### src/sv/lfu_cache_replacement_unit_assert.svh
// Assertion macros for the LFU replacement unit.
`ifndef LFU_CACHE_REPLACEMENT_UNIT_ASSERT_SVH
`define LFU_CACHE_REPLACEMENT_UNIT_ASSERT_SVH

// Check an effect in the same cycle as its cause.
`define LFU_ASSERT_NOW(name, clock, reset, cause, effect) \
  name: assert property (@(posedge clock) disable iff (reset) (cause) |-> (effect)) \
    else $error("lfu replacement unit: same-cycle check failed");

// Check an effect in the cycle after its cause.
`define LFU_ASSERT_NEXT(name, clock, reset, cause, effect) \
  name: assert property (@(posedge clock) disable iff (reset) (cause) |=> (effect)) \
    else $error("lfu replacement unit: next-cycle check failed");

`endif

### src/sv/lfu_pkg.sv
package lfu_pkg;

  localparam int KEY_W      = 32;
  localparam int CAP_W      = 7;
  localparam int APB_ADDR_W = 3;
  localparam int APB_DATA_W = 32;

  localparam logic [CAP_W-1:0] CAP_RESET = 7'd64;

  // Word index of the capacity register (paddr bit 2).
  localparam logic REG_CAPACITY = 1'b0;

  // Per-row control towards the shared row unit.
  typedef struct packed {
    logic clear;
    logic scan;
    logic update;
    logic row_valid;
  } row_ctl_t;

  // Outcome of the lookup pass.
  typedef struct packed {
    logic found;
    logic have_victim;
    logic have_free;
  } scan_res_t;

endpackage

### src/sv/lfu_ram.sv
module lfu_ram #(
  parameter int WIDTH = 8,
  parameter int DEPTH = 64
) (
  input  logic                                         clk,
  input  logic                                         we,
  input  logic [((DEPTH > 1) ? $clog2(DEPTH) : 1)-1:0] waddr,
  input  logic [WIDTH-1:0]                             wdata,
  input  logic [((DEPTH > 1) ? $clog2(DEPTH) : 1)-1:0] raddr,
  output logic [WIDTH-1:0]                             rdata
);

  logic [WIDTH-1:0] mem [DEPTH];

  always_ff @(posedge clk) begin
    if (we) begin
      mem[waddr] <= wdata;
    end
    rdata <= mem[raddr];
  end

endmodule

### src/sv/lfu_row_unit.sv
module lfu_row_unit #(
  parameter int IDX_W      = 6,
  parameter int COUNT_BITS = 16
) (
  input  logic                     clk,
  input  logic                     rst,
  input  lfu_pkg::row_ctl_t        ctl,
  input  logic [IDX_W-1:0]         idx,
  input  logic [lfu_pkg::KEY_W-1:0] row_key,
  input  logic [COUNT_BITS-1:0]    row_count,
  input  logic [IDX_W-1:0]         row_rank,
  input  logic [lfu_pkg::KEY_W-1:0] req_key,
  input  logic [IDX_W-1:0]         target,
  input  logic [IDX_W-1:0]         limit,
  input  logic                     age_all,
  input  logic [lfu_pkg::KEY_W-1:0] tgt_key,
  input  logic [COUNT_BITS-1:0]    tgt_count,
  output lfu_pkg::scan_res_t       sres,
  output logic [IDX_W-1:0]         hit_slot,
  output logic [IDX_W-1:0]         hit_rank,
  output logic [COUNT_BITS-1:0]    hit_count,
  output logic [IDX_W-1:0]         vic_slot,
  output logic [lfu_pkg::KEY_W-1:0] vic_key,
  output logic [COUNT_BITS-1:0]    vic_count,
  output logic [IDX_W-1:0]         vic_rank,
  output logic [IDX_W-1:0]         free_slot,
  output logic                     upd_en,
  output logic [lfu_pkg::KEY_W-1:0] upd_key,
  output logic [COUNT_BITS-1:0]    upd_count,
  output logic [IDX_W-1:0]         upd_rank
);

  import lfu_pkg::*;

  logic key_match;
  logic take_victim;
  logic is_target;
  logic ages;

  always_comb begin
    key_match   = ctl.row_valid && (row_key == req_key);
    // Lower count wins; on equal counts the older entry (higher rank) wins.
    take_victim = ctl.row_valid &&
                  (!sres.have_victim || (row_count < vic_count) ||
                   ((row_count == vic_count) && (row_rank > vic_rank)));
    is_target   = (idx == target);
    ages        = ctl.row_valid && (age_all || (row_rank < limit));
    upd_en      = ctl.update && (is_target || ages);
    upd_key     = is_target ? tgt_key : row_key;
    upd_count   = is_target ? tgt_count : row_count;
    upd_rank    = is_target ? '0 : row_rank + IDX_W'(1);
  end

  always_ff @(posedge clk) begin
    if (rst || ctl.clear) begin
      sres <= '0;
    end else if (ctl.scan) begin
      if (key_match && !sres.found) begin
        sres.found <= 1'b1;
      end
      if (take_victim) begin
        sres.have_victim <= 1'b1;
      end
      if (!ctl.row_valid && !sres.have_free) begin
        sres.have_free <= 1'b1;
      end
    end
  end

  // Hold the candidates found so far.
  always_ff @(posedge clk) begin
    if (ctl.scan) begin
      if (key_match && !sres.found) begin
        hit_slot  <= idx;
        hit_rank  <= row_rank;
        hit_count <= row_count;
      end
      if (take_victim) begin
        vic_slot  <= idx;
        vic_key   <= row_key;
        vic_count <= row_count;
        vic_rank  <= row_rank;
      end
      if (!ctl.row_valid && !sres.have_free) begin
        free_slot <= idx;
      end
    end
  end

endmodule

### src/sv/lfu_cache_replacement_unit.sv
// LFU replacement unit with LRU tie-break, fully associative, ENTRIES slots.
// Request channel: req_valid/req_ready carry req_key. Result channel:
// res_valid/res_ready carry hit, evicted and evicted_key (zero unless a
// resident entry was removed). One result per request, in order.
// Capacity register at APB word 0 (7 bits, reset 64); write it only while
// the unit is idle. A capacity of zero answers every request as a miss
// and leaves the table alone. Otherwise a request makes one pass over the
// entry RAM to find a hit, the victim and a free slot, takes a decision
// step, makes a second pass over the RAM that ages the recency ranks and
// writes the chosen row, then loads the result. The entry RAM is read one
// row per cycle; one request is in the unit at a time, and req_ready is
// high only when it is idle, also while an earlier result still waits.
// If the receiver stalls, the finished result holds the unit in its last
// step until the output register is free. Reset clears all valid bits,
// the resident count and both channels; RAM contents stay undefined.
`include "lfu_cache_replacement_unit_assert.svh"

module lfu_cache_replacement_unit #(
  parameter int ENTRIES    = 64,
  parameter int COUNT_BITS = 16
) (
  input  logic                                clk,
  input  logic                                rst,
  input  logic                                psel,
  input  logic                                penable,
  input  logic                                pwrite,
  input  logic [lfu_pkg::APB_ADDR_W-1:0]      paddr,
  input  logic [lfu_pkg::APB_DATA_W-1:0]      pwdata,
  output logic [lfu_pkg::APB_DATA_W-1:0]      prdata,
  output logic                                pready,
  input  logic                                req_valid,
  output logic                                req_ready,
  input  logic signed [lfu_pkg::KEY_W-1:0]    req_key,
  output logic                                res_valid,
  input  logic                                res_ready,
  output logic                                hit,
  output logic                                evicted,
  output logic signed [lfu_pkg::KEY_W-1:0]    evicted_key
);

  import lfu_pkg::*;

  localparam int IDX_W = (ENTRIES > 1) ? $clog2(ENTRIES) : 1;
  localparam int CNT_W = $clog2(ENTRIES + 1);
  localparam int CMP_W = (CNT_W > CAP_W) ? CNT_W : CAP_W;
  localparam int ROW_W = KEY_W + COUNT_BITS + IDX_W;
  localparam logic [CNT_W-1:0] LAST_CNT = CNT_W'(ENTRIES);

  localparam logic [2:0] S_IDLE   = 3'd0;
  localparam logic [2:0] S_SCAN   = 3'd1;
  localparam logic [2:0] S_DECIDE = 3'd2;
  localparam logic [2:0] S_UPDATE = 3'd3;
  localparam logic [2:0] S_DONE   = 3'd4;

  // Control state
  logic [2:0]         state, state_next;
  logic [CNT_W-1:0]   cnt, cnt_next;
  logic               pend, pend_next;
  logic [CAP_W-1:0]   capacity;
  logic [ENTRIES-1:0] entry_valid, entry_valid_next;
  logic [CNT_W-1:0]   resident, resident_next;
  logic               res_valid_next;

  // Request payload and decision
  logic [IDX_W-1:0]      pend_idx, pend_idx_next;
  logic [KEY_W-1:0]      key_q, key_q_next;
  logic [CMP_W-1:0]      cap_q, cap_q_next;
  logic [IDX_W-1:0]      target, target_next;
  logic [IDX_W-1:0]      limit, limit_next;
  logic                  age_all, age_all_next;
  logic [KEY_W-1:0]      tgt_key, tgt_key_next;
  logic [COUNT_BITS-1:0] tgt_count, tgt_count_next;
  logic                  r_hit, r_hit_next;
  logic                  r_evicted, r_evicted_next;
  logic [KEY_W-1:0]      r_key, r_key_next;
  logic                  do_insert, do_insert_next;

  logic [CMP_W-1:0] cap_eff;
  logic             issue;
  logic             full;
  logic             load_res;
  logic             cfg_wr;

  // Entry RAM and row unit
  logic             ram_we;
  logic [IDX_W-1:0] ram_raddr;
  logic [ROW_W-1:0] ram_wdata;
  logic [ROW_W-1:0] ram_rdata;

  row_ctl_t              ctl;
  scan_res_t             sres;
  logic [IDX_W-1:0]      hit_slot, hit_rank, vic_slot, vic_rank, free_slot;
  logic [COUNT_BITS-1:0] hit_count, vic_count;
  logic [KEY_W-1:0]      vic_key;
  logic                  upd_en;
  logic [KEY_W-1:0]      upd_key;
  logic [COUNT_BITS-1:0] upd_count;
  logic [IDX_W-1:0]      upd_rank;

  // ---------------------------------------------------------------------
  // Configuration port: one register, writes complete in the access phase.
  // ---------------------------------------------------------------------
  assign pready = 1'b1;
  assign cfg_wr = psel && penable && pwrite;

  always_comb begin
    if (paddr[APB_ADDR_W-1] == REG_CAPACITY) begin
      prdata = {{(APB_DATA_W - CAP_W){1'b0}}, capacity};
    end else begin
      prdata = '0;
    end
  end

  always_ff @(posedge clk) begin
    if (rst) begin
      capacity <= CAP_RESET;
    end else if (cfg_wr && (paddr[APB_ADDR_W-1] == REG_CAPACITY)) begin
      capacity <= pwdata[CAP_W-1:0];
    end
  end

  // Clamp the capacity to the table size.
  assign cap_eff = (CMP_W'(capacity) > CMP_W'(ENTRIES)) ? CMP_W'(ENTRIES) : CMP_W'(capacity);

  assign req_ready = (state == S_IDLE);

  // ---------------------------------------------------------------------
  // Entry RAM: one row is {key, use count, recency rank}.
  // ---------------------------------------------------------------------
  assign ram_wdata = {upd_key, upd_count, upd_rank};

  lfu_ram #(
    .WIDTH (ROW_W),
    .DEPTH (ENTRIES)
  ) u_ram (
    .clk   (clk),
    .we    (ram_we),
    .waddr (pend_idx),
    .wdata (ram_wdata),
    .raddr (ram_raddr),
    .rdata (ram_rdata)
  );

  // Shared compare unit: finds hit/victim/free in the first pass, ages
  // ranks and builds the written row in the second.
  lfu_row_unit #(
    .IDX_W      (IDX_W),
    .COUNT_BITS (COUNT_BITS)
  ) u_row (
    .clk       (clk),
    .rst       (rst),
    .ctl       (ctl),
    .idx       (pend_idx),
    .row_key   (ram_rdata[ROW_W-1 -: KEY_W]),
    .row_count (ram_rdata[IDX_W +: COUNT_BITS]),
    .row_rank  (ram_rdata[IDX_W-1:0]),
    .req_key   (key_q),
    .target    (target),
    .limit     (limit),
    .age_all   (age_all),
    .tgt_key   (tgt_key),
    .tgt_count (tgt_count),
    .sres      (sres),
    .hit_slot  (hit_slot),
    .hit_rank  (hit_rank),
    .hit_count (hit_count),
    .vic_slot  (vic_slot),
    .vic_key   (vic_key),
    .vic_count (vic_count),
    .vic_rank  (vic_rank),
    .free_slot (free_slot),
    .upd_en    (upd_en),
    .upd_key   (upd_key),
    .upd_count (upd_count),
    .upd_rank  (upd_rank)
  );

  // ---------------------------------------------------------------------
  // Sequencer
  // ---------------------------------------------------------------------
  always_comb begin
    state_next       = state;
    cnt_next         = cnt;
    pend_next        = 1'b0;
    pend_idx_next    = pend_idx;
    key_q_next       = key_q;
    cap_q_next       = cap_q;
    target_next      = target;
    limit_next       = limit;
    age_all_next     = age_all;
    tgt_key_next     = tgt_key;
    tgt_count_next   = tgt_count;
    r_hit_next       = r_hit;
    r_evicted_next   = r_evicted;
    r_key_next       = r_key;
    do_insert_next   = do_insert;
    entry_valid_next = entry_valid;
    resident_next    = resident;
    res_valid_next   = res_valid && !res_ready;
    load_res         = 1'b0;
    ram_we           = 1'b0;
    issue            = (cnt != LAST_CNT);
    ram_raddr        = cnt[IDX_W-1:0];
    full             = (CMP_W'(resident) >= cap_q);
    ctl              = '0;
    ctl.row_valid    = entry_valid[pend_idx];

    unique case (state)
      S_IDLE: begin
        if (req_valid) begin
          key_q_next = req_key;
          cap_q_next = cap_eff;
          cnt_next   = '0;
          ctl.clear  = 1'b1;
          if (cap_eff == '0) begin
            // Storing disabled: answer as a plain miss.
            r_hit_next     = 1'b0;
            r_evicted_next = 1'b0;
            r_key_next     = '0;
            do_insert_next = 1'b0;
            state_next     = S_DONE;
          end else begin
            state_next = S_SCAN;
          end
        end
      end

      S_SCAN: begin
        // Issue one read a cycle; evaluate the row read the cycle before.
        pend_next     = issue;
        pend_idx_next = cnt[IDX_W-1:0];
        if (issue) begin
          cnt_next = cnt + CNT_W'(1);
        end
        ctl.scan = pend;
        if (!issue && pend) begin
          state_next = S_DECIDE;
        end
      end

      S_DECIDE: begin
        cnt_next       = '0;
        tgt_key_next   = key_q;
        tgt_count_next = COUNT_BITS'(1);
        age_all_next   = 1'b0;
        r_hit_next     = 1'b0;
        r_evicted_next = 1'b0;
        r_key_next     = '0;
        do_insert_next = 1'b0;
        state_next     = S_UPDATE;
        if (sres.found) begin
          // Hit: bump the count, saturating, and make it most recent.
          target_next = hit_slot;
          limit_next  = hit_rank;
          r_hit_next  = 1'b1;
          if (hit_count != {COUNT_BITS{1'b1}}) begin
            tgt_count_next = hit_count + COUNT_BITS'(1);
          end else begin
            tgt_count_next = hit_count;
          end
        end else if (full && sres.have_victim) begin
          // Replace the least used, oldest entry in place.
          target_next    = vic_slot;
          limit_next     = vic_rank;
          r_evicted_next = 1'b1;
          r_key_next     = vic_key;
        end else if (sres.have_free) begin
          // Fill the lowest free slot; every resident entry ages.
          target_next    = free_slot;
          age_all_next   = 1'b1;
          do_insert_next = 1'b1;
        end else begin
          state_next = S_DONE;
        end
      end

      S_UPDATE: begin
        pend_next     = issue;
        pend_idx_next = cnt[IDX_W-1:0];
        if (issue) begin
          cnt_next = cnt + CNT_W'(1);
        end
        ctl.update = pend;
        ram_we     = pend && upd_en;
        if (!issue && pend) begin
          state_next = S_DONE;
        end
      end

      S_DONE: begin
        // Hold until the output register is free.
        if (!res_valid || res_ready) begin
          load_res       = 1'b1;
          res_valid_next = 1'b1;
          state_next     = S_IDLE;
          if (do_insert) begin
            entry_valid_next[target] = 1'b1;
            resident_next            = resident + CNT_W'(1);
          end
        end
      end

      default: begin
        state_next = S_IDLE;
      end
    endcase
  end

  always_ff @(posedge clk) begin
    if (rst) begin
      state       <= S_IDLE;
      cnt         <= '0;
      pend        <= 1'b0;
      entry_valid <= '0;
      resident    <= '0;
      res_valid   <= 1'b0;
    end else begin
      state       <= state_next;
      cnt         <= cnt_next;
      pend        <= pend_next;
      entry_valid <= entry_valid_next;
      resident    <= resident_next;
      res_valid   <= res_valid_next;
    end
  end

  always_ff @(posedge clk) begin
    pend_idx  <= pend_idx_next;
    key_q     <= key_q_next;
    cap_q     <= cap_q_next;
    target    <= target_next;
    limit     <= limit_next;
    age_all   <= age_all_next;
    tgt_key   <= tgt_key_next;
    tgt_count <= tgt_count_next;
    r_hit     <= r_hit_next;
    r_evicted <= r_evicted_next;
    r_key     <= r_key_next;
    do_insert <= do_insert_next;
    if (load_res) begin
      hit         <= r_hit;
      evicted     <= r_evicted;
      evicted_key <= r_key;
    end
  end

  // ---------------------------------------------------------------------
  // Checks
  // ---------------------------------------------------------------------
  `LFU_ASSERT_NEXT(a_busy_after_accept, clk, rst, req_valid && req_ready, !req_ready)
  `LFU_ASSERT_NOW(a_resident_bound, clk, rst, 1'b1, resident <= LAST_CNT)
  `LFU_ASSERT_NOW(a_hit_excludes_evict, clk, rst, res_valid, !(hit && evicted))
  `LFU_ASSERT_NOW(a_ram_write_in_update, clk, rst, ram_we, state == S_UPDATE)

endmodule
### config.mk
export PLATFORM = sky130hd
export DESIGN_NAME = lfu_cache_replacement_unit
export DESIGN_NICKNAME = d
export VERILOG_FILES = /design/src/sv/lfu_pkg.sv /design/src/sv/lfu_ram.sv /design/src/sv/lfu_row_unit.sv /design/src/sv/lfu_cache_replacement_unit.sv
export VERILOG_INCLUDE_DIRS = /design/src /design/src/sv
export SDC_FILE = /design/constraint.sdc
export NUM_CORES = 2
export LEC_CHECK = 0
export BUFFER_PORTS_ARGS = -buffer_cell sky130_fd_sc_hd__buf_2
export CORE_UTILIZATION = 49
export CTS_BUF_LIST = sky130_fd_sc_hd__clkbuf_4
export DETAILED_ROUTE_END_ITERATION = 6
export GPL_ROUTABILITY_DRIVEN = 0
export PLACE_DENSITY = 0.6
export SLEW_MARGIN = 20
export SYNTH_ARGS = -nofsm -noshare
export SYNTH_HDL_FRONTEND = slang
export SYNTH_SLANG_ARGS = --single-unit
### constraint.sdc
create_clock -name clk -period 10.4 [get_ports clk]
set_clock_uncertainty 0.1 [all_clocks]
set_input_delay 2.08 -clock clk [delete_from_list [all_inputs] [get_ports clk]]
set_output_delay 2.08 -clock clk [all_outputs]
set_load 0.02 [all_outputs]
; ---- After elaboration in Yosys (flattened, before gate mapping)
; Memory sizes are Yosys's and may differ from the RTL's. A register that Yosys moved wholly into a read port is not among the register bits.
; Index checks and enable logic that the tools add are counted.
[op_classes]
add_sub_neg = 4
order_cmp = 8
n_eq_ne = 15
muxes = 54
n_bitwise = 3
reduce_logical = 46
[ops]
columns = op, count
row1 = 32-bit 2-to-1 mux, 5
row2 = 64-bit OR, 1
row3 = 32-bit case mux with 2 select lines, 1
row4 = 6-bit 2-to-1 mux, 6
row5 = 32-bit == test, 1
row6 = 16-bit 2-to-1 mux, 2
row7 = 7-bit 2-to-1 mux, 4
row8 = 3-bit 2-to-1 mux, 8
row9 = 1-bit 2-to-1 mux, 21
row10 = 7-bit case mux with 3 select lines, 1
row11 = 16-bit by 1-bit adder with 16-bit output (second input constant), 1
row12 = 16-bit == test, 1
row13 = 16-bit < comparator, 1
row14 = 16-bit != test (second input constant), 1
row15 = 1-bit logical AND, 15
row16 = 3-bit case mux with 5 select lines, 1
row17 = 7-bit by 1-bit adder with 7-bit output (second input constant), 2
row18 = 6-bit by 7-bit < comparator with 1-bit output (second input constant), 2
row19 = 2-bit AND reduction, 6
row20 = 3-bit AND reduction, 3
row21 = 2-bit != test (second input constant), 4
row22 = 7-bit >= comparator, 1
row23 = 7-bit greater-than comparator (second input constant), 1
row24 = 1-bit zero test, 7
row25 = 21 further kinds, 34
[word_totals]
regBits = 362
ramBits = 3456
inputBits = 74
out_inout_bits = 69
word_cells = 164
memories = 1
[mem_list]
columns = name, depth, word_bits, rd, rd_clocked_by_memory_dff, wr, line_no
row1 = u_ram.mem, 64, 54, 1, 1, 1, lfu_ram.sv:13  ; logic [WIDTH-1:0] mem [DEPTH];

; ---- Longest topological paths before layout
[depth]
word_depth = 9
mapped_depth = 13
ltp_nobuf = 9

; ---- By module
; A second synthesis with hierarchy kept.
[unflattened]
cells_unflattened = 6649
hier_area_um2 = 147102.3
[by_module_without_submodules]
columns = module, n_inst, cells_per_inst, area_each_um2, seq_area_each_um2
row1 = lfu_ram, 1, 5501, 131757.6, 104860.6
row2 = lfu_cache_replacement_unit, 1, 819, 10623.9, 7056.8
row3 = lfu_row_unit, 1, 329, 4720.8, 2882.8

; ---- Worst setup path before layout
; OpenSTA, ideal clock, no wires.
[synth_timing]
path_type = reg2reg
startpoint = reg pend_idx[1]
endpoint = mem u_ram.mem[19][0] (netlist bit), enable pin
setup_time_ns = 0.599
arrival_ns = 7.317
t_required_ns = 9.701
setup_slack_ns = 2.384
stages_incl_launch_ff = 11
path_buffers = 4
synth_period_minus_slack_ns = 8.016
path_cell_list = edfxtp_1 -> buf_6 -> buf_6 -> nor3b_2 -> a211oi_1 -> a211oi_2 -> a311oi_2 -> and2b_1 -> buf_6 -> buf_8 -> nor4_1
[synth_via]
elab_chain_len = 9
word_cells_on_any_way = 10
classes_between = eq/ne (1) / mux (5) / reduce/logical (4)
[synth_rtl]
columns = item, line_no
row1 = "start, declared", lfu_cache_replacement_unit.sv:65  ; logic [IDX_W-1:0] pend_idx, pend_idx_next;
row2 = "start signal, assigned", lfu_cache_replacement_unit.sv:328  ; pend_idx <= pend_idx_next;
row3 = 1-bit binary-select mux with 6-bit select, lfu_cache_replacement_unit.sv:206  ; ctl.row_valid = entry_valid[pend_idx];
row4 = 1-bit 2-to-1 mux (implied by the code), lfu_cache_replacement_unit.sv:206
row5 = 1-bit logical AND, lfu_row_unit.sv:47  ; ages = ctl.row_valid && (age_all || (row_rank < limit));
row6 = 1-bit logical OR, lfu_row_unit.sv:48  ; upd_en = ctl.update && (is_target || ages);
row7 = 1-bit logical AND, lfu_row_unit.sv:48
row8 = 1-bit logical AND, lfu_cache_replacement_unit.sv:284  ; ram_we = pend && upd_en;
row9 = 1-bit 2-to-1 mux, lfu_cache_replacement_unit.sv:208  ; unique case (state)
row10 = 1-bit 2-to-1 mux, lfu_ram.sv:16  ; if (we) begin
row11 = 1-bit 2-to-1 mux (implied by the code), lfu_ram.sv:17  ; mem[waddr] <= wdata;
row12 = "end, declared", lfu_ram.sv:13
; Several ways; a longest one is shown, not always the timed one. The select of a mux whose other input is x is not followed.

; ---- Worst setup path after layout
[layout_timing]
startpoint = reg pend_idx[0]
endpoint = mem u_ram.mem[41][42] (netlist bit), enable pin
; The elaborated chain is that of the path after synthesis.

==> impl_metrics.py <==
metrics = {
    "outcome": {
        "status": "complete, no violations",
    },
    "synthesis": {
        "muxShareOfSynthArea_pct": 18.0,
        "yosys.area_share.adder_pct": 0.330,
        "ys_warn_count": 0,
        "yosysSeqAreaShare_pct": 77.7,
        "syn_area_mm2": 0.148,
        "synth-simple-area-share_pct": 1.76,
        "synth_most_common_cell": "edfxtp_1",
        "synth_top_area_share_pct": 75.7,
        "synthTopCellsByArea": "edfxtp_1 (76%), mux4_2 (17%), dfxtp_1 (2.0%)",
        "postSynthAreaPerCell_um2": 23.8,
        "synth_compound_area_share_pct": 0.664,
        "ys_seq_elements": 3872,
        "synth_edf_count": 3725,
        "synth_ff_type": "edfxtp_1",
        "synth-async-reset-ratio_pct": 0,
        "synth_xor_area_share_pct": 0.344,
        "synth_commonest_cells": "edfxtp_1 (3,725), mux4_2 (1,142), clkbuf_1 (171)",
        "synth_top_family_by_area": "multiplexers",
        "yosysUniqueCellTypes": 75,
        "netlist_instances": 6219,
        "yosysTopAreaCell": "edfxtp_1",
    },
    "route": {
        "drc": 0,
        "vias": 70900,
        "drt_iter0_markers": 8056,
        "routed_wl_um": 369000,
        "first_pass_iters": 6,
        "wire_per_inst_um": 31.3,
        "via_per_inst": 6.00,
        "ant_nets": 0,
    },
    "global_routing": {
        "grt_pass1_wl_um": 523000,
        "track_usage_pct": 24.5,
        "grt_use_met2_pct": 39.6,
        "globalRouteMet3Util_pct": 4.99,
        "grt.overflow.total": 0,
        "grt_use_met1_pct": 34.4,
        "grt_max_degree": 137,
        "grt_pass1_vias": 73000,
        "antenna_found_initial": 25,
        "grt-busiest-layer": "met2",
    },
    "cts": {
        "cts_tree": "built",
        "cts_inserted_buffers": 948,
        "clock-sinks": 3872,
        "cts-root-buf": "clkbuf_4",
        "post-cts-setup-buffers": 0,
        "cts_resized": 0,
        "clk_pin_slew_ps": 70,
        "clock_path_buffers": 4,
        "worstSkewPairLatency_ps": 1680,
        "cts_hold_buf": 0,
        "htree_num_levels": 6,
    },
    "pwr": {
        "ir_drop_v": 0.000121,
        "p_sw_mw": 7.12,
        "seqPwrFrac_pct": 55.5,
        "p_int_mw": 24.2,
        "p_comb_share_pct": 5.3,
        "netSwitchingFraction_pct": 22.8,
        "p_leak_nw": 51.5,
        "p_clk_share_pct": 39.2,
        "finalPower_mw": 31.3,
        "p_per_area_mw_per_mm2": 188,
    },
    "worst_setup_path": {
        "cp.arrival_ps": 7060,
        "end_kind": "flop",
        "crit_type": "reg2reg",
        "worstPathMaxFanout": 44,
        "critPathRequiredTime_ps": 11440,
        "crit_path_start_kind": "flop",
        "reg2reg_slack_ps": 4390,
    },
    "floorplan": {
        "chipWidth_um": 551,
        "core_area_mm2": 0.300,
        "die-area_mm2": 0.304,
        "die_h_um": 551,
        "ios": 143,
        "rows": 201,
        "start_util_pct": 49.3,
    },
    "layout": {
        "syn2layout_area_growth_pct": 12.4,
        "multi_input_area_mm2": 0.0319,
        "final_layout_size_suffix_gt1_share_pct": 39.0,
        "layout.area.seq_mm2": 0.115,
        "fillers": 22800,
        "layout.nets": 7243,
    },
    "sta": {
        "fin_tns_setup_ps": 0,
        "slew_viol_final": 0,
        "finalHoldViolations": 0,
        "hold-worst-slack_ps": 308,
        "rsz0062_at_grt": "no",
        "period_minus_slack_ps": 6010,
        "maxSlewHeadroom_pct": 20.0,
        "fin_crit_sh_pct": 57.8,
        "timing.fmax_mhz": 166,
        "setup_viol": 0,
        "tightest_slew_ps": 1190,
    },
    "placed_design": {
        "io_buffers": 89,
        "dp_hpwl_um": 193000,
    },
    "hold_path": {
        "hp-class": "reg2reg",
    },
    "job": {
        "maxCapViolCount": 0,
    },
}
-- critical path: stages (launching register included) --
cell and delay [ps]:
edfxtp_1 680, buf_4 390, nand3_2 590, o32a_1 370, o211ai_1 130, a32o_1 170, a311oi_2 80, and2b_4 310
buf_4 280, buf_4 460, nor3_4 990, buf_4 840
-- registers in the layout, summed over array words and instances (netlist names), 32 cells and up --
name and cells:
key_q 32, u_ram.rdata 54, r_key 32, u_row.vic_key 32, tgt_key 32, evicted_key 32, entry_valid 64, u_ram.mem 3456
-- power by group through the flow --
| stage | combinational [mW] | clock [mW] | sequential [mW] |
|---|---|---|---|
| 2_1_floorplan | 1.17 | 0 | 17.7 |
| 3_3_place_gp | 1.61 | 0 | 17.7 |
| 3_5_place_dp | 1.66 | 0 | 17.7 |
| 4_1_cts | 1.66 | 12.6 | 17.4 |
| 5_1_grt | 1.76 | 13.4 | 17.4 |
| 6_report | 1.65 | 12.3 | 17.4 |
-- cells in the final DEF (no fill, tap or decap), types with 8 or more instances in the layout --
| cell | synthesis | final |
|---|---|---|
| a21oi_1 | 85 | 84 |
| a31oi_1 | 8 | 8 |
| and2_1 | 37 | 36 |
| buf_12 | 5 | 17 |
| buf_2 | 78 | 89 |
| buf_4 | 29 | 181 |
| clkbuf_4 | 1 | 1380 |
| clkinv_1 | 0 | 199 |
| clkinv_2 | 0 | 27 |
| clkinv_8 | 0 | 16 |
| conb_1 | 2 | 26 |
| dfxtp_1 | 147 | 140 |
| diode_2 | 0 | 18 |
| edfxtp_1 | 3725 | 3725 |
| ha_1 | 39 | 39 |
| inv_1 | 50 | 49 |
| inv_6 | 0 | 14 |
| mux2_2 | 50 | 24 |
| mux2_4 | 0 | 26 |
| mux2i_1 | 26 | 26 |
| mux4_2 | 1142 | 1142 |
| nand2_1 | 57 | 57 |
| nand2b_1 | 9 | 9 |
| nand3_1 | 62 | 62 |
| nand4_1 | 17 | 17 |
| nor2_1 | 120 | 112 |
| nor2b_1 | 24 | 23 |
| nor3_1 | 23 | 16 |
| nor3_4 | 0 | 44 |
| nor4_2 | 6 | 17 |
| o21ai_0 | 26 | 25 |
| xnor2_1 | 14 | 14 |
| xor2_1 | 44 | 43 |
-- logic make-up (layout without fill, tap and decap cells) --
group           after synthesis  in the layout
simple gates                460            460
fa+ha+maj                    39             39
xor+xnor                     58             58
compound gates              162            162
flops                      3872           3872
other cells                   2             44
buf+inv                     408           2004
mux                        1218           1218
-- through the flow --
stage | worst slack, ps | utilization, % | instance area [µm²] | std cells
global route | 4140 | 55.4 | 166000 | 11800
global placement | 4080 | 51.3 | 154000 | 10100
detailed placement | 4060 | 51.3 | 154000 | 10100
CTS | 4010 | 55.3 | 166000 | 11800
finish | 4390 | 55.4 | 166000 | 11800
floorplan | 2380 | - | 148000 | 6243
-- area by class of cell --
| class | instances | area share (%) |
|---|---|---|
| antenna | 18 | 0.0271 |
| timing repair buffer | 295 | 1.36 |
| clock inverter | 279 | 0.954 |
| inverter | 50 | 0.114 |
| clock buffer | 1380 | 6.24 |
| tap | 3958 | 2.98 |
| sequential | 3872 | 69.1 |
| multi-input combinational | 1963 | 19.2 |
-- final timing paths --
check,start,end,cells past startpoint
worst max-delay path,pend_idx[0],u_ram.mem[41][42],11
worst min-delay path,r_key[1],evicted_key[1],0
worst max register to register,pend_idx[0],u_ram.mem[41][42],11
worst min register to register,r_key[1],evicted_key[1],0
-- routing by layer --
layer | up-vias | wire length [µm]
met5 | - | 0
met4 | 0 | 6210
met3 | 446 | 30300
met2 | 3113 | 182000
met1 | 38200 | 150000
li1 | 29100 | -
(Power assumes the default switching activity.)
